===== src/v4vu_pkg.sv =====
`default_nettype none
package v4vu_pkg;

    localparam int DW      = 32;        // vector and scalar width, Q16.16
    localparam int FB      = 16;        // fraction bits of vectors
    localparam int MW      = 16;        // matrix entry width, Q4.12
    localparam int MF      = MW - 4;    // fraction bits of matrix entries
    localparam int NL      = 4;         // lanes, one per component
    localparam int SQ_STG  = 33;        // root bits of a 66-bit radicand
    localparam int DV_STG  = FB + 1;    // quotient bits of normalize
    localparam int RAD_W   = 66;
    localparam int ROOT_W  = 33;

    typedef enum logic [3:0] {
        M_COPY   = 4'd0,
        M_ADDK   = 4'd1,
        M_SUBK   = 4'd2,
        M_SCALE  = 4'd3,
        M_NEG    = 4'd4,
        M_ADDV   = 4'd5,
        M_SUBV   = 4'd6,
        M_MATMUL = 4'd7,
        M_DOT    = 4'd8,
        M_NORM2  = 4'd9,
        M_NORM   = 4'd10,
        M_NORMZ  = 4'd11
    } t_mode;

    typedef enum logic [2:0] {
        CFG_EPS  = 3'd0,
        CFG_ROW0 = 3'd1,
        CFG_ROW1 = 3'd2,
        CFG_ROW2 = 3'd3,
        CFG_ROW3 = 3'd4
    } t_cfg_idx;

    typedef struct packed {
        logic [DW-1:0]          simple;   // saturated add/sub/negate result
        logic                   sflag;
        logic [2*DW-1:0]        prod;     // a times k, b or a
        logic [NL-1:0][DW+MW-1:0] mp;     // a times matrix row entries
    } t_lane;

    typedef struct packed {
        t_mode                  mode;
        logic [NL-1:0][DW-1:0]  a;
        logic [NL-1:0][DW-1:0]  r;
        logic [DW-1:0]          sc;
        logic                   sat;
        logic                   deg;
    } t_pay;

    typedef struct packed {
        logic [DW-1:0] val;
        logic          flag;
    } t_sat;

    localparam logic signed [65:0] SAT_HI = 66'sd2147483647;
    localparam logic signed [65:0] SAT_LO = -66'sd2147483648;

    function automatic t_sat sat66(input logic signed [65:0] v);
        t_sat s;
        if (v > SAT_HI) begin
            s.val  = SAT_HI[DW-1:0];
            s.flag = 1'b1;
        end else if (v < SAT_LO) begin
            s.val  = SAT_LO[DW-1:0];
            s.flag = 1'b1;
        end else begin
            s.val  = v[DW-1:0];
            s.flag = 1'b0;
        end
        return s;
    endfunction

endpackage
`default_nettype wire


===== src/v4vu_sqrt.sv =====
`default_nettype none
module v4vu_sqrt import v4vu_pkg::*; (
    input  wire logic              i_clk,
    input  wire logic              i_en,
    input  wire logic [RAD_W-1:0]  i_rad,
    output logic [ROOT_W-1:0]      o_root
);

    // one root bit per stage, two radicand bits consumed per stage
    logic [RAD_W-1:0]  r_rad  [SQ_STG];
    logic [35:0]       r_rem  [SQ_STG];
    logic [ROOT_W-1:0] r_root [SQ_STG];

    for (genvar s = 0; s < SQ_STG; s++) begin : g_stg
        logic [RAD_W-1:0]  n_rad;
        logic [35:0]       n_rem;
        logic [ROOT_W-1:0] n_root;
        logic [35:0]       n_cur;
        logic [35:0]       n_trial;

        if (s == 0) begin : g_first
            assign n_rad  = i_rad;
            assign n_rem  = '0;
            assign n_root = '0;
        end else begin : g_next
            assign n_rad  = r_rad[s-1];
            assign n_rem  = r_rem[s-1];
            assign n_root = r_root[s-1];
        end

        assign n_cur   = {n_rem[33:0], n_rad[RAD_W-1 -: 2]};
        assign n_trial = {1'b0, n_root, 2'b01};

        always_ff @(posedge i_clk) begin
            if (i_en) begin
                r_rad[s] <= {n_rad[RAD_W-3:0], 2'b00};
                if (n_cur >= n_trial) begin
                    r_rem[s]  <= n_cur - n_trial;
                    r_root[s] <= {n_root[ROOT_W-2:0], 1'b1};
                end else begin
                    r_rem[s]  <= n_cur;
                    r_root[s] <= {n_root[ROOT_W-2:0], 1'b0};
                end
            end
        end
    end

    assign o_root = r_root[SQ_STG-1];

endmodule
`default_nettype wire


===== config.mk =====
export PLATFORM = sky130hd
export DESIGN_NAME = v4vu_sqrt
export DESIGN_NICKNAME = d
export VERILOG_FILES = /design/src/v4vu_pkg.sv /design/src/v4vu_sqrt.sv
export SDC_FILE = /design/constraint.sdc
export NUM_CORES = 2
export LEC_CHECK = 0
export BUFFER_PORTS_ARGS = -buffer_cell sky130_fd_sc_hd__buf_2
export CORE_MARGIN = 1.5
export CORE_UTILIZATION = 50
export CTS_BUF_LIST = sky130_fd_sc_hd__clkbuf_2 sky130_fd_sc_hd__clkbuf_4 sky130_fd_sc_hd__clkbuf_8
export CTS_CLUSTER_DIAMETER = 30
export DETAILED_ROUTE_END_ITERATION = 8
export PLACE_DENSITY_LB_ADDON = 0.05
export SETUP_SLACK_MARGIN = 0.1
export SYNTH_ARGS = -nofsm -noshare
export SYNTH_HDL_FRONTEND = slang
export SYNTH_MEMORY_MAX_BITS = 65536
export SYNTH_SLANG_ARGS = --single-unit

===== constraint.sdc =====
create_clock -name i_clk -period 4.5 [get_ports i_clk]
set_input_delay 0.9 -clock i_clk [delete_from_list [all_inputs] [get_ports i_clk]]
set_output_delay 0.9 -clock i_clk [all_outputs]
set_load 0.05 [all_outputs]

==> metrics <==
Post-DRT Antenna Nets 0; detailed-route DRC error count 0; Period minus WS final 4.20 ns; Cells after Synth 9487; DR iter-0 viols 5210; worst hold path type in2reg; Max Clk Rate 0.238 GHz; initial antenna violation count 7; Area Growth Syn to Fin 14.6%; Detailed Routing Iterations Pass 1 5; CTS root buf clkbuf_8; Final Skew 0.0966 ns; R2R setup slack 0.30 ns; die width 499 um; Crit. End Element flop; Total Routing Usage GR 19.9%; final setup vio count 0; CTS tree done; internal power 0.0538 W; switching share of power 28.1%; Post-Synthesis Cell Area 123000 sq um; register area share after synthesis 64.7%; most common library cell in the layout ignoring fill and taps edfxtp_1; hold_sp i_rad[65]; Max Buffers Root-to-Sink 4; Fin Hold WS 0.238 ns; #FFs+latches synth 2654; Avg Vias per Cell 5.40; Max-slew headroom 24.9%; core area 244000 sq um; Static Leak 54.4 nW; # clock sinks 2654; routed len/inst 18.2 um; Max Slew Vio Count 0; Hold Path Sink r_rem[0][1]$_DFFE_PP_; Sw Pwr 0.0211 W; Logic pwr share 18.7%; ys flop type edfxtp_1; crit path DAT 4.96 ns; GP Congestion 0.895; Post-synth ARST share 0%; H-tree Lvls 6; layout cells sized above 1 12.5%; status finished, final reports clean; Post-Syn Nets 10200; Power Density 531 nW/um^2; DR vias 74500; Syn Area/Cell 13.0 sq um; die footprint 249000 sq um; IR Drop Worst-Case VDD 287 uV; setup TNS 0 ns; WS Path Type reg2reg; DP Area 128000 sq um; Final period util 93.3%; Seq pwr share 44.5%; Worst EP required 5.26 ns; final hold vios 0; Clock Latency Late Sink 1.06 ns; worst reg2reg endpoint r_rem[27][33]$_DFFE_PP_; Detail Placement HPWL 177000 um; first-pass GRT wire length 396000 um; Final Cell Area 141000 sq um; Yosys Warn Count 0; Worst-path clk slew 0.06 ns; Worst Setup Start Kind flop; post-synth cell types 88; Post-Route WL 252000 um; die height 499 um; Final Net Count 10800; row cnt 181; Boundary Pins 101; most frequent cells in the layout 2653 x edfxtp_1, 737 x nand2_1, 734 x inv_1; worst reg2reg startpoint r_rem[26][2]$_DFFE_PP_; clock buffer count from CTS 587; grt total ovfl 0; Critical Path Fanout Max 5; IO Port Bufs 100; Clock power frac 36.9%; Post-synth EDFFs 2653; r2r worst-path depth 11; Tightest Pin Transition 1.12 ns; total power draw 0.0749 W; initial core utilization 50.5%; WHS Path Cells 3; number of global-route vias before repair 73800; largest net degree at the start of global routing 198; Fillers 19700; unrepaired setup endpoints after global routing no; Setup Fix Bufs, Post-CTS 0; max cap viols 0
## per-layer routing
| metal | global-route usage, % | wire [um] | share of wire, % | vias to the layer above |
|---|---|---|---|---|
| met3 | 3.77 | 11900 | 4.7 | 516 |
| met1 | 26.2 | 112000 | 45 | 35800 |
| met4 | 6.91 | 7080 | 2.8 | 0 |
| met2 | 33.0 | 120000 | 48 | 1686 |
| met5 | 0 | 0 | 0 | - |
| li1 | - | - | - | 36500 |
## timing repair
item	CTS	global route
gates resized for setup	0	5
endpoints found under the setup margin	0	41
hold endpoints to repair	64	0
hold buffers	64	0
## how the worst max path moves through the flow
stage	from	endpoint	slack, ns
5_1_grt	r_rem[21][0]$_DFFE_PP_	r_rem[22][26]$_DFFE_PP_	0.13
3_5_place_dp	r_rem[21][0]$_DFFE_PP_	r_rem[22][30]$_DFFE_PP_	0.28
3_3_place_gp	r_rem[21][0]$_DFFE_PP_	r_rem[22][30]$_DFFE_PP_	0.34
4_1_cts	r_rem[21][0]$_DFFE_PP_	r_rem[22][30]$_DFFE_PP_	0.18
2_1_floorplan	i_en	r_rem[27][0]$_DFFE_PP_	0.17
6_report	r_rem[26][2]$_DFFE_PP_	r_rem[27][33]$_DFFE_PP_	0.30
## state kept, by name (all words and copies together) (netlist names)
signal  count
r_rem    1037
r_root    561
r_rad    1056
## metrics by stage
stage,setup slack [ns],utilization [%],instances
after detailed placement,0.283,52.5,12700
after global placement,0.344,52.5,12700
after CTS,0.184,57.8,13800
final,0.300,57.8,13800
after global routing,0.125,57.8,13800
after floorplan,0.166,-,9487
## power by group through the flow
| stage | registers (W) | clock network [W] | logic (W) |
|---|---|---|---|
| global placement | 0.0338 | 0 | 0.0136 |
| finish | 0.0333 | 0.0276 | 0.0140 |
| floorplan | 0.0329 | 0 | 0.0104 |
| global route | 0.0336 | 0.0296 | 0.0157 |
| detailed placement | 0.0338 | 0 | 0.0138 |
| CTS | 0.0334 | 0.0284 | 0.0140 |
## logic make-up (layout without fill, tap and decap cells)
logic type | count (synthesis) | after routing | share of synthesized area (%)
buffers and inverters | 935 | 2039 | 2.87
AOI/OAI and AO/OA | 1893 | 1893 | 9.48
and+or+nand+nor | 2438 | 2438 | 9.80
muxes | 76 | 76 | 0.684
xor gates and xnor gates | 894 | 894 | 6.36
adders and majority gates | 597 | 597 | 6.07
other | 0 | 5 | 0
DFF | 2654 | 2654 | 64.7
## cell usage after synthesis (11+ instances only)
library cell  count  area [sq um]
or4_1            48           360
nor2b_1          87           544
and2_1           58           363
mux2_2           65           732
nand3_1         141           706
a2111oi_0        26           228
and3_1           49           307
nand4_1          88           551
nand3b_1         27           203
a31oi_1          47           294
o41ai_1          13           114
or3_1            86           538
edfxtp_1       2653         79700
nand2b_1        114           713
o211ai_1         26           195
nand2_1         737          2770
a21boi_0         12          90.1
nor4b_1          23           201
o31a_1           13           114
xnor2_1         460          4030
a211oi_1         46           345
ha_1            597          7470
or2_2            48           300
xor2_1          434          3800
a21oi_1         541          2710
o21bai_1         55           413
o21a_1          107           803
o31ai_1          38           285
nor3_1          223          1120
nor3b_1          23           173
and4_1           15           131
clkbuf_1        187           702
nor2_1          501          1880
inv_1           734          2760
nor4_1          127           795
o21ai_0         558          2790
mux2i_1          11           110
a21o_1          262          1970
a211o_1          14           123
a311oi_1         12           105
## cell type report
class / count / area, sq um / share of cell area (%)
Timing Repair Buffer: 274 / 2210 / 1.56
Clock buffer: 674 / 8770 / 6.22
Multi-Input combinational cell: 5898 / 40000 / 28.4
Tap cell: 3202 / 4010 / 2.84
Antenna cell: 5 / 12.5 / 0.00887
Sequential cell: 2654 / 79700 / 56.5
Inverter: 737 / 2770 / 1.96
Clock inverter: 354 / 3620 / 2.56
## worst max-delay path, cell delays in order (launching register included)
cell and delay [ns]:
edfxtp_1 0.39, ha_1 0.27, or3_1 0.40, o221ai_1 0.26, o21ai_0 0.26, o211a_1 0.33, a31oi_1 0.49, o21ai_0 0.32
and4_1 0.29, a2111oi_0 0.63, nand2_1 0.14, xnor2_1 0.15
Power figures use the tool's default switching activity.
