--- config.mk ---
export PLATFORM = sky130hd
export DESIGN_NAME = v4vu_merge
export DESIGN_NICKNAME = d
export VERILOG_FILES = /design/src/v4vu_pkg.sv /design/src/v4vu_merge.sv
export SDC_FILE = /design/constraint.sdc
export NUM_CORES = 2
export LEC_CHECK = 0
export ABC_AREA = 1
export BUFFER_PORTS_ARGS = -buffer_cell sky130_fd_sc_hd__buf_2
export CAP_MARGIN = 5
export CORE_AREA = 2 2 652 654
export CTS_CLUSTER_SIZE = 12
export DETAILED_ROUTE_END_ITERATION = 8
export DIE_AREA = 0 0 654 656
export HOLD_SLACK_MARGIN = 0.05
export SYNTH_ARGS = -nofsm -noshare
export SYNTH_HDL_FRONTEND = slang
export SYNTH_SLANG_ARGS = --single-unit
--- constraint.sdc ---
create_clock -name i_clk -period 5 [get_ports i_clk]
set_clock_uncertainty 0.1 [all_clocks]
set_input_delay 0.25 -clock i_clk [delete_from_list [all_inputs] [get_ports i_clk]]
set_output_delay 0.25 -clock i_clk [all_outputs]
set_load 0.05 [all_outputs]
--- src/v4vu_pkg.sv ---
`default_nettype none
package v4vu_pkg;

    localparam int DW      = 32;        // vector and scalar width, Q16.16
    localparam int FB      = 16;        // fraction bits of vectors
    localparam int MW      = 16;        // matrix entry width, Q4.12
    localparam int MF      = MW - 4;    // fraction bits of matrix entries
    localparam int NL      = 4;         // lanes, one per component
    localparam int SQ_STG  = 33;        // root bits of a 66-bit radicand
    localparam int DV_STG  = FB + 1;    // quotient bits of normalize
    localparam int RAD_W   = 66;
    localparam int ROOT_W  = 33;

    typedef enum logic [3:0] {
        M_COPY   = 4'd0,
        M_ADDK   = 4'd1,
        M_SUBK   = 4'd2,
        M_SCALE  = 4'd3,
        M_NEG    = 4'd4,
        M_ADDV   = 4'd5,
        M_SUBV   = 4'd6,
        M_MATMUL = 4'd7,
        M_DOT    = 4'd8,
        M_NORM2  = 4'd9,
        M_NORM   = 4'd10,
        M_NORMZ  = 4'd11
    } t_mode;

    typedef enum logic [2:0] {
        CFG_EPS  = 3'd0,
        CFG_ROW0 = 3'd1,
        CFG_ROW1 = 3'd2,
        CFG_ROW2 = 3'd3,
        CFG_ROW3 = 3'd4
    } t_cfg_idx;

    typedef struct packed {
        logic [DW-1:0]          simple;   // saturated add/sub/negate result
        logic                   sflag;
        logic [2*DW-1:0]        prod;     // a times k, b or a
        logic [NL-1:0][DW+MW-1:0] mp;     // a times matrix row entries
    } t_lane;

    typedef struct packed {
        t_mode                  mode;
        logic [NL-1:0][DW-1:0]  a;
        logic [NL-1:0][DW-1:0]  r;
        logic [DW-1:0]          sc;
        logic                   sat;
        logic                   deg;
    } t_pay;

    typedef struct packed {
        logic [DW-1:0] val;
        logic          flag;
    } t_sat;

    localparam logic signed [65:0] SAT_HI = 66'sd2147483647;
    localparam logic signed [65:0] SAT_LO = -66'sd2147483648;

    function automatic t_sat sat66(input logic signed [65:0] v);
        t_sat s;
        if (v > SAT_HI) begin
            s.val  = SAT_HI[DW-1:0];
            s.flag = 1'b1;
        end else if (v < SAT_LO) begin
            s.val  = SAT_LO[DW-1:0];
            s.flag = 1'b1;
        end else begin
            s.val  = v[DW-1:0];
            s.flag = 1'b0;
        end
        return s;
    endfunction

endpackage
`default_nettype wire

--- src/v4vu_merge.sv ---
`default_nettype none
module v4vu_merge import v4vu_pkg::*; (
    input  wire logic                  i_clk,
    input  wire logic                  i_en,
    input  wire t_mode                 i_mode,
    input  wire logic [NL-1:0][DW-1:0] i_a,
    input  wire t_lane [NL-1:0]        i_lane,
    output t_pay                       o_pay,
    output logic [RAD_W-1:0]           o_rad
);

    t_pay                    n_pay;
    t_pay                    r_pay;
    logic signed [RAD_W-1:0] n_psum;
    logic signed [49:0]      n_msum;
    logic signed [RAD_W-1:0] n_wide;
    t_sat                    n_sat;
    logic [RAD_W-1:0]        r_rad;

    always_comb begin
        n_pay      = '0;
        n_pay.mode = i_mode;
        n_pay.a    = i_a;
        n_psum     = '0;
        n_msum     = '0;
        n_wide     = '0;
        n_sat      = '0;
        for (int i = 0; i < NL; i++)
            n_psum = n_psum + RAD_W'($signed(i_lane[i].prod));

        case (i_mode)
            M_COPY: n_pay.r = i_a;
            M_ADDK, M_SUBK, M_NEG, M_ADDV, M_SUBV: begin
                for (int i = 0; i < NL; i++) begin
                    n_pay.r[i] = i_lane[i].simple;
                    n_pay.sat  = n_pay.sat | i_lane[i].sflag;
                end
            end
            M_SCALE: begin
                for (int i = 0; i < NL; i++) begin
                    n_wide = RAD_W'($signed(i_lane[i].prod) >>> FB);
                    n_sat  = sat66(n_wide);
                    n_pay.r[i] = n_sat.val;
                    n_pay.sat  = n_pay.sat | n_sat.flag;
                end
            end
            M_MATMUL: begin
                for (int j = 0; j < NL; j++) begin
                    n_msum = '0;
                    for (int i = 0; i < NL; i++)
                        n_msum = n_msum + 50'($signed(i_lane[i].mp[j]));
                    n_wide = RAD_W'(n_msum >>> MF);
                    n_sat  = sat66(n_wide);
                    n_pay.r[j] = n_sat.val;
                    n_pay.sat  = n_pay.sat | n_sat.flag;
                end
            end
            M_DOT, M_NORM2: begin
                n_wide    = n_psum >>> FB;
                n_sat     = sat66(n_wide);
                n_pay.sc  = n_sat.val;
                n_pay.sat = n_sat.flag;
            end
            default: ;
        endcase
    end

    always_ff @(posedge i_clk) begin
        if (i_en) begin
            r_pay <= n_pay;
            r_rad <= n_psum;
        end
    end

    assign o_pay = r_pay;
    assign o_rad = r_rad;

endmodule
`default_nettype wire

==> impl_metrics.toml <==
[critical_path]
startpoint_type = "input pin"
critical_path.top_delay_family = "buffers and inverters"
critPathSlowestCell = "dlygate4sd3_1"
worst_path_most_repeated_cell = "nand2_1"
critical_path_arrival_ns = 5.06
max_stage_delay_ns = 0.59
crit_fanout = 25
cp_num_buf_inv = 6
cp-end-kind = "register"
path_class = "input pin to register"
cp.required_ns = 5.30

[place]
place_area_sq_mm = 0.0698
io_buffers = 1648
hpwl_um = 451000
globalplace.congestion = 1.02

[cells_and_area]
final-seq-area_sq_mm = 0.0108
layout.nets = 11771
stdcell_area_sq_mm = 0.0748
final_util_pct = 17.7
nFillCells = 48920
syn2layout_area_growth_pct = 44.3
multiInputGateArea_sq_mm = 0.0321
drive_above_1_share_pct = 22.4

[clock_tree]
cts_root_buffer = "clkbuf_16"
htreeDepth = 2
clock_path_buffers = 3
path_clk_slew_ns = 0.06
cts_tree = "yes"
clock_sinks = 359
cts_setup_buffers = 0
cts_buffers = 59

[synthesis]
synthFlopType = "edfxtp_1"
synth.cell_area_sq_mm = 0.0518
synth_cell_types = 57
ys_warn_count = 0
ys_seq_area_share_pct = 20.8
avgSynthCellArea_sq_um = 6.86
synth_top_area_share_pct = 20.8
synth-seq-cells = 359
synthArstFlopShare_pct = 0
yosys.area.top_type = "edfxtp_1"
syn_inst = 7552
synth_edf_count = 359
syn_nets = 9608
synth_area_leaders = "edfxtp_1 (21%), fa_1 (20%), inv_1 (16%), nand2_1 (15%), ha_1 (6.1%)"

[floorplan]
fp.dieW_um = 654
die_h_um = 656
rows = 239
dieArea_sq_mm = 0.429
start_util_pct = 12.3
coreArea_sq_mm = 0.422
ios = 1650

[grt]
gr-usage-all-layers_pct = 22.1
grt_pass1_wl_um = 612000
overflow = 0
antenna_found_initial = 331
grt_max_degree = 80
first_global_vias = 59723

[routing]
drtIter0Drc = 4824
first_pass_iters = 6
vias = 59424
post-route-drc-count = 0
ant_nets = 0
wl_um = 490000
via_per_inst = 3.82
wl_per_cell_um = 31.5

[min_path]
hp-start = "i_lane[562]"
hold_path_class = "input pin to register"
holdPathStages = 3
hold_path_end = "o_pay[82]"

[pwr]
p_seq_share_pct = 13.0
cellLeakagePower_nw = 39.4
p_comb_share_pct = 72.4
p_int_mw = 13.9
p_clk_share_pct = 14.6
p_total_mw = 32.5
p_sw_share_pct = 57.2
irDropWorstVdd_mv = 0.366
p_per_area_mw_per_mm2 = 435
switchingPower_mw = 18.6

[timing]
finalCriticalPeriod_ns = 4.76
fin_crit_sh_pct = 95.1
setup_viol = 0
final-hold-violation-count = 0
worst_pin_slew_ns = 1.27
max_slew_margin_pct = 14.6
hold_ws_ns = 0.109
final_max_slew_viol_count = 0
rsz0062_at_grt = "no"
fmax_mhz = 210

[outcome]
status = "completed"

[run]
cap_violations = 0
==> logic make-up after synthesis <==
group / Yosys count / synth area share, %
XOR/XNOR: 171 / 2.90
adder cells (fa/ha/maj): 766 / 25.9
buffers and inverters: 2400 / 17.5
AND/OR/NAND/NOR: 2994 / 23.5
other: 1 / 0.00724
flip-flops: 359 / 20.8
AO/OA/AOI/OAI: 861 / 9.35
==> cells in the mapped netlist (all sizes together), types with 5 or more instances <==
master and instances:
o21bai 44, nand2 2043, fa 513, edfxtp 359
xor2 90, buf 27, nor3 55, a311oi 6
a21o 9, nand4 74, a21oi 399, o211ai 10
o21ai 290, nor2 478, o2111ai 54, xnor2 81
and2 6, and3 7, o31ai 5, a31oi 30
inv 2273, nor4 23, clkbuf 100, nand3 298
ha 253
==> cell usage in the layout (no fill, tap or decap), types with 16 or more instances in the layout <==
master	Yosys	final
inv_1	2266	2265
nand2_1	2027	2026
buf_2	18	1647
fa_1	513	513
nor2_1	458	456
a21oi_1	385	383
edfxtp_1	359	359
nand3_1	292	292
buf_4	3	286
o21ai_0	288	273
ha_1	253	252
dlygate4sd3_1	0	252
diode_2	0	146
xor2_1	89	81
xnor2_1	81	78
nand4_1	74	74
clkbuf_16	0	60
o2111ai_1	53	53
nor3_1	47	45
o21bai_1	43	43
buf_12	0	43
a31oi_1	30	29
nor4_1	22	22
nor2_2	18	18
a21oi_2	14	16
==> stage by stage <==
| step | instances | TNS [ns] | worst slack (ns) |
|---|---|---|---|
| after floorplan | 7552 | 0 | 1.22 |
| after global placement | 15063 | -0.409 | -0.341 |
| after detailed placement | 15065 | -0.161 | -0.161 |
| after CTS | 15427 | 0 | 0.292 |
| after global routing | 15485 | 0 | 0.0264 |
| final | 15573 | 0 | 0.244 |
==> state kept, by name (all words and copies together), names as in the netlist <==
name / flops
o_rad: 66
o_pay: 293
==> tightest hold or removal path: cells and delay by family <==
family | cells | cell delay (ns)
compound gates | 1 | 0.28
buf+inv | 2 | 0.16
==> area by class of cell <==
cell class              instances  share of cell area (%)
flip-flops and latches        359                    14.4
inverters                    2273                    11.4
multi-input cells            4793                    43.0
repair buffers               2229                    18.4
diodes                        146                   0.488
clock buffers                  64                    2.03
clock inverters                46                   0.786
well taps                    5663                    9.47
==> timing repair <==
item                       CTS  global route
hold buffers               252             0
gates resized for setup      0             1
setup endpoints to repair    0             6
hold endpoints to repair   306             0
==> how the worst max path moves through the flow <==
stage | from | end | depth (start not counted)
2_1_floorplan | i_lane[193] | o_pay[15] | 26
3_3_place_gp | i_lane[612] | o_pay[1] | 24
3_5_place_dp | i_lane[612] | o_pay[1] | 24
4_1_cts | i_lane[481] | o_pay[7] | 27
5_1_grt | i_lane[481] | o_pay[7] | 25
6_report | i_lane[481] | o_pay[7] | 27
==> layer usage <==
layer	GRT usage [%]	up-vias	wire length [um]
met5	0	-	664
met2	37.2	2753	229000
li1	-	27156	-
met1	24.9	28550	187000
met3	8.19	867	47400
met4	9.65	98	26300
==> power by group through the flow <==
| stage | logic (mW) | registers [mW] | clock network, mW |
|---|---|---|---|
| after floorplan | 10.7 | 6.09 | 0 |
| after global placement | 23.5 | 4.27 | 0 |
| after detailed placement | 23.4 | 4.28 | 0 |
| after CTS | 23.7 | 4.23 | 4.95 |
| after global routing | 25.5 | 4.27 | 5.02 |
| final | 23.6 | 4.22 | 4.76 |
Power figures use the tool's default switching activity.
