--- config.mk ---
export PLATFORM = sky130hd
export DESIGN_NAME = v4vu_div
export DESIGN_NICKNAME = d
export VERILOG_FILES = /design/src/v4vu_pkg.sv /design/src/v4vu_div.sv
export SDC_FILE = /design/constraint.sdc
export NUM_CORES = 2
export LEC_CHECK = 0
export BUFFER_PORTS_ARGS = -buffer_cell sky130_fd_sc_hd__buf_4
export CAP_MARGIN = 20
export CORE_MARGIN = 10
export CORE_UTILIZATION = 25
export DETAILED_ROUTE_END_ITERATION = 10
export HOLD_SLACK_MARGIN = 0.06
export SETUP_SLACK_MARGIN = 0.15
export SLEW_MARGIN = 40
export SYNTH_ARGS = -nofsm -noshare
export SYNTH_HDL_FRONTEND = slang
export SYNTH_SLANG_ARGS = --single-unit
--- constraint.sdc ---
create_clock -name i_clk -period 3.5 [get_ports i_clk]
set_input_delay 0.175 -clock i_clk [delete_from_list [all_inputs] [get_ports i_clk]]
set_output_delay 0.175 -clock i_clk [all_outputs]
set_load 0.02 [all_outputs]
--- src/v4vu_pkg.sv ---
`default_nettype none
package v4vu_pkg;

    localparam int DW      = 32;        // vector and scalar width, Q16.16
    localparam int FB      = 16;        // fraction bits of vectors
    localparam int MW      = 16;        // matrix entry width, Q4.12
    localparam int MF      = MW - 4;    // fraction bits of matrix entries
    localparam int NL      = 4;         // lanes, one per component
    localparam int SQ_STG  = 33;        // root bits of a 66-bit radicand
    localparam int DV_STG  = FB + 1;    // quotient bits of normalize
    localparam int RAD_W   = 66;
    localparam int ROOT_W  = 33;

    typedef enum logic [3:0] {
        M_COPY   = 4'd0,
        M_ADDK   = 4'd1,
        M_SUBK   = 4'd2,
        M_SCALE  = 4'd3,
        M_NEG    = 4'd4,
        M_ADDV   = 4'd5,
        M_SUBV   = 4'd6,
        M_MATMUL = 4'd7,
        M_DOT    = 4'd8,
        M_NORM2  = 4'd9,
        M_NORM   = 4'd10,
        M_NORMZ  = 4'd11
    } t_mode;

    typedef enum logic [2:0] {
        CFG_EPS  = 3'd0,
        CFG_ROW0 = 3'd1,
        CFG_ROW1 = 3'd2,
        CFG_ROW2 = 3'd3,
        CFG_ROW3 = 3'd4
    } t_cfg_idx;

    typedef struct packed {
        logic [DW-1:0]          simple;   // saturated add/sub/negate result
        logic                   sflag;
        logic [2*DW-1:0]        prod;     // a times k, b or a
        logic [NL-1:0][DW+MW-1:0] mp;     // a times matrix row entries
    } t_lane;

    typedef struct packed {
        t_mode                  mode;
        logic [NL-1:0][DW-1:0]  a;
        logic [NL-1:0][DW-1:0]  r;
        logic [DW-1:0]          sc;
        logic                   sat;
        logic                   deg;
    } t_pay;

    typedef struct packed {
        logic [DW-1:0] val;
        logic          flag;
    } t_sat;

    localparam logic signed [65:0] SAT_HI = 66'sd2147483647;
    localparam logic signed [65:0] SAT_LO = -66'sd2147483648;

    function automatic t_sat sat66(input logic signed [65:0] v);
        t_sat s;
        if (v > SAT_HI) begin
            s.val  = SAT_HI[DW-1:0];
            s.flag = 1'b1;
        end else if (v < SAT_LO) begin
            s.val  = SAT_LO[DW-1:0];
            s.flag = 1'b1;
        end else begin
            s.val  = v[DW-1:0];
            s.flag = 1'b0;
        end
        return s;
    endfunction

endpackage
`default_nettype wire

--- src/v4vu_div.sv ---
`default_nettype none
module v4vu_div import v4vu_pkg::*; (
    input  wire logic              i_clk,
    input  wire logic              i_en,
    input  wire logic [DW-1:0]     i_num,
    input  wire logic [ROOT_W-1:0] i_den,
    output logic [DV_STG-1:0]      o_quo
);

    // restoring division, quotient bit DV_STG-1-s decided in stage s;
    // the norm bounds every component, so the quotient fits DV_STG bits
    localparam int NW = DW + FB;
    localparam int SW = NW + 2;

    logic [NW-1:0]     r_rem [DV_STG];
    logic [DV_STG-1:0] r_quo [DV_STG];
    logic [ROOT_W-1:0] r_den [DV_STG];

    for (genvar s = 0; s < DV_STG; s++) begin : g_stg
        logic [NW-1:0]     n_rem;
        logic [DV_STG-1:0] n_quo;
        logic [ROOT_W-1:0] n_den;
        logic [SW-1:0]     n_sub;

        if (s == 0) begin : g_first
            assign n_rem = {i_num, {FB{1'b0}}};
            assign n_quo = '0;
            assign n_den = i_den;
        end else begin : g_next
            assign n_rem = r_rem[s-1];
            assign n_quo = r_quo[s-1];
            assign n_den = r_den[s-1];
        end

        assign n_sub = SW'(n_den) << (DV_STG - 1 - s);

        always_ff @(posedge i_clk) begin
            if (i_en) begin
                r_den[s] <= n_den;
                if ({2'b00, n_rem} >= n_sub) begin
                    r_rem[s] <= n_rem - n_sub[NW-1:0];
                    r_quo[s] <= n_quo | (DV_STG'(1) << (DV_STG - 1 - s));
                end else begin
                    r_rem[s] <= n_rem;
                    r_quo[s] <= n_quo;
                end
            end
        end
    end

    assign o_quo = r_quo[DV_STG-1];

endmodule
`default_nettype wire

==> impl_summary.log <==
INFO  metric placed_cells = 12,000
INFO  metric largest_driver_fanout_on_the_critical_path = 2
INFO  metric maxCapViolations = 0
INFO  metric tightest_slew = 0.772 ns
INFO  metric timing.final.max_slew_violations = 0
INFO  metric route.detailed.vias_per_inst = ~4.6
INFO  metric drt_pre_antenna_iters = 6
INFO  metric post_route_cells_drive_above_1_share = 26.6%
INFO  metric cts-buffers-inserted = 153
INFO  metric fin_util = around a third
INFO  metric wl = 200,000 microns
INFO  metric primary_ff_master_synth = edfxtp_1
INFO  metric track_usage = 11.0%
INFO  metric grt_remaining_overflow = 0
INFO  metric max_slew_margin = around 49%
INFO  metric clock_group_share_of_total_power = 18.7%
INFO  metric clock_sink_count = about 1,300
INFO  metric grt_setup_unrepaired = yes
INFO  metric switching_share = 36.6%
INFO  metric grt_max_degree = 148
INFO  metric cts.clk_slew.worst_paths = roughly 0.06 ns
INFO  metric timing.critical_path.to_type = register
INFO  metric fin_nets = around 9,100
INFO  metric sequential_fraction_of_the_synthesis_area = 51.2%
INFO  metric synthToLayoutAreaGrowth = 33.3%
INFO  metric cp-endpoint = r_rem[15][36]
INFO  metric grt_antenna_before_repair = 2
INFO  metric cpPeakStageDelay = between 0.4 and 0.5 ns
INFO  metric synthMuxAreaShare = 1.55%
INFO  metric hold_viol = 0
INFO  metric cts_tree = yes
INFO  metric async_reset_ff_share = 0%
INFO  metric netSwitchingPower = 29,300 uW
INFO  metric rr_startpoint = r_rem[14][12]
INFO  metric yosys.area_share.adder = a little under a tenth
INFO  metric critPathRequiredTime = 4.04 ns
INFO  metric cts_root_buf = clkbuf_16
INFO  metric die_width = 575 microns
INFO  metric grt_pass1_vias = 59,800
INFO  metric p_per_area = 780 nW/um^2
INFO  metric synth_enable_flop_cells = between 1,000 and 1,500
INFO  metric synth_simple_gate_area_share = 11.1%
INFO  metric worst_path_class_setup = reg2reg
INFO  metric post-route-min-period = 3.67 ns
INFO  metric achievable-frequency = 273 MHz
INFO  metric netlist-cell-type-count = ~80
INFO  metric fin_skew = 0.0545 ns
INFO  metric worst-endpoint-arrival = 4.21 ns
INFO  metric drt.antenna.violating_nets = 0
INFO  metric synthesis.area = 77,000 sq um
INFO  metric drc_errors_left = 0
INFO  metric timing.critical_path.from_type = register
INFO  metric cp_dominant_cell_by_count = or3_4
INFO  metric initial_utilization = 25.1%
INFO  metric preCtsSetupSlack = -0.437 ns
INFO  metric port_buffers = 83
INFO  metric clk_latency = 0.80 ns
INFO  metric setup.reg_to_reg.worst_slack = -0.17 ns
INFO  metric reg2reg_to = r_rem[15][36]
INFO  metric status = finished, violations left
INFO  metric synth_top_family_by_area = compound AO/OA/AOI/OAI gates
INFO  metric slowest_stage = or4_4
INFO  metric fp-row-count = 203
INFO  metric globalplace.congestion = around 1.0
INFO  metric synth-warning-count = 0
INFO  metric p_leak = 0.0416 uW
INFO  metric violations_in_the_final_reports = negative setup slack
INFO  metric layout.cells.non_filler = 12,700
INFO  metric setup_slack = -0.167 ns
INFO  metric grt_first_pass_wirelength = about 310,000 microns
INFO  metric place.detailed.hpwl = about 140,000 microns
INFO  metric count_of_state_elements_after_synthesis = roughly 1,300
INFO  metric timing.reg2reg.worst_path_depth = 11
INFO  metric die_area = between 300,000 and 400,000 sq um
INFO  metric synthXorXnorAreaFrac = under 10%
INFO  metric syn_inst = between 7,000 and 8,000
INFO  metric critical_path.cell_chain = ha_1 > nand2_1 > or3_4 > or3_4 > o21a_4 > o41a_1 > o31ai_4 > a21oi_4 > or2_4 > or4_4 > xnor2_1
INFO  metric drt-wirelength-per-cell = approximately 16 microns
INFO  metric compound_gate_fraction_of_synth_area = 16.1%
INFO  metric detailroute.via_count = 58,400
INFO  metric p_seq_share = between 30% and 40%
INFO  metric syn-mean-instance-area = approximately 11 sq um
INFO  metric power.internal = a little over 50,000 uW
INFO  metric vdd_drop_max = between 0.4 and 0.5 mV
INFO  metric fin_crit_sh = 105%
INFO  metric pin_count = 84
INFO  metric finalSetupViolCount = 34
INFO  metric timing.hold.worst.class = in2reg
INFO  metric clk_path_buf_depth = 4
INFO  metric setup.worst_path.start = r_rem[14][12]
INFO  metric clock_tree.htree_level_count = 4
INFO  metric die_height = ~570 microns
INFO  metric fin_tns_setup = -1.61 ns
INFO  metric core_region_area = roughly 300,000 sq um
INFO  metric syn-num-nets = just under 8,000
INFO  metric initial_drt_markers = 3,027
INFO  metric comb_power_share = 49.1%
routing by layer:
metal / wire (microns) / track usage (%) / vias up
li1: - / - / 28800
met1: 76900 / 12.0 / 27500
met2: 103000 / 20.9 / 1477
met3: 6880 / 1.44 / 618
met4: 12700 / 5.46 / 2
met5: 13 / 0 / -
through the flow:
step	hold slack, ns	power [uW]	instance area, sq um
2_1_floorplan	0.274	47500	77100
3_3_place_gp	0.372	57800	88400
3_5_place_dp	0.372	58500	88400
4_1_cts	0.0641	76600	97600
5_1_grt	0.0771	85400	103000
6_report	0.125	80100	103000
registers in the layout, indices dropped and copies added, names as in the netlist:
register	flops
r_den	528
r_quo	153
r_rem	632
power groups by stage:
stage / sequential [uW] / combinational (uW) / clock [uW]
finish: 25700 / 39300 / 15000
global route: 26100 / 43100 / 16200
CTS: 25500 / 35700 / 15500
detailed placement: 25700 / 32900 / 0
global placement: 25700 / 32100 / 0
floorplan: 24700 / 22800 / 0
worst min path at each step:
stage | startpoint | slack (ns) | end | cells after the start
6_report | i_den[25] | 0.13 | r_den[0][25] | 2
5_1_grt | i_den[25] | 0.08 | r_den[0][25] | 2
4_1_cts | i_den[27] | 0.06 | r_den[0][27] | 2
3_5_place_dp | i_den[9] | 0.37 | r_den[0][9] | 1
3_3_place_gp | i_den[20] | 0.37 | r_den[0][20] | 1
2_1_floorplan | i_den[0] | 0.27 | r_den[0][0] | 0
layout by cell type, fill, tap and decap left out, types with 295 or more instances in the layout:
| cell type | count |
|---|---|
| ha_1 | 490 |
| inv_1 | 666 |
| nor2_1 | 313 |
| o21ai_0 | 433 |
| a21oi_1 | 444 |
| nand2_1 | 576 |
| a21o_1 | 335 |
| xnor2_1 | 295 |
| buf_4 | 974 |
| edfxtp_1 | 1313 |
cells by family after synthesis:
group                      after synthesis
adders and majority gates              575
and+or+nand+nor                       1804
DFF                                   1313
buffers and inverters                  901
xor gates and xnor gates               541
muxes                                  106
AOI/OAI and AO/OA                     2002
Yosys cell counts, types with 17 or more instances:
| library cell | n | area share [%] |
|---|---|---|
| nor2b_1 | 86 | 0.70 |
| and3_1 | 56 | 0.46 |
| nand2b_1 | 74 | 0.60 |
| nor3_1 | 93 | 0.60 |
| nor4_1 | 43 | 0.35 |
| o21a_1 | 77 | 0.75 |
| a31oi_1 | 61 | 0.50 |
| xnor2_1 | 306 | 3.5 |
| or2_2 | 20 | 0.16 |
| clkbuf_1 | 183 | 0.89 |
| or3_1 | 48 | 0.39 |
| nor2_1 | 357 | 1.7 |
| o31a_1 | 19 | 0.22 |
| o21ai_0 | 635 | 4.1 |
| nand4_1 | 100 | 0.81 |
| o21bai_1 | 63 | 0.61 |
| ha_1 | 559 | 9.1 |
| xor2_1 | 235 | 2.7 |
| edfxtp_1 | 1313 | 51 |
| nand2_1 | 691 | 3.4 |
| a211oi_1 | 47 | 0.46 |
| o211ai_1 | 26 | 0.25 |
| nand3_1 | 128 | 0.83 |
| a21o_1 | 335 | 3.3 |
| mux2_2 | 103 | 1.5 |
| a211o_1 | 17 | 0.19 |
| a21oi_1 | 513 | 3.3 |
| o31ai_1 | 46 | 0.45 |
| and2_1 | 27 | 0.22 |
| inv_1 | 697 | 3.4 |
worst max-delay path: cells and delay by family, from the launching register on:
| family | cells | cell delay (ns) |
|---|---|---|
| fa+ha+maj | 1 | 0.32 |
| compound gates | 4 | 1.05 |
| xor+xnor | 1 | 0.14 |
| flops | 1 | 0.43 |
| simple gates | 5 | 1.48 |
what timing repair did:
item                                    4_1_cts  5_1_grt
endpoints found under the hold margin       181        0
cloned                                       18       27
pin swaps                                   227      369
endpoints found under the setup margin      519      559
setup buffers                               120      130
gates resized for setup                     571      860
hold buffers                                 87        0
area by class of cell:
class,instances,area [sq um]
inverter,699,2650
clock inverter,62,536
antenna,2,5.00
timing repair buffer,1265,11600
clock buffer,195,4050
sequential,1313,39400
fill,30000,204000
tap,4100,5130
multi-input combinational,5028,39200
No activity file was read; power rests on OpenSTA's default activity.
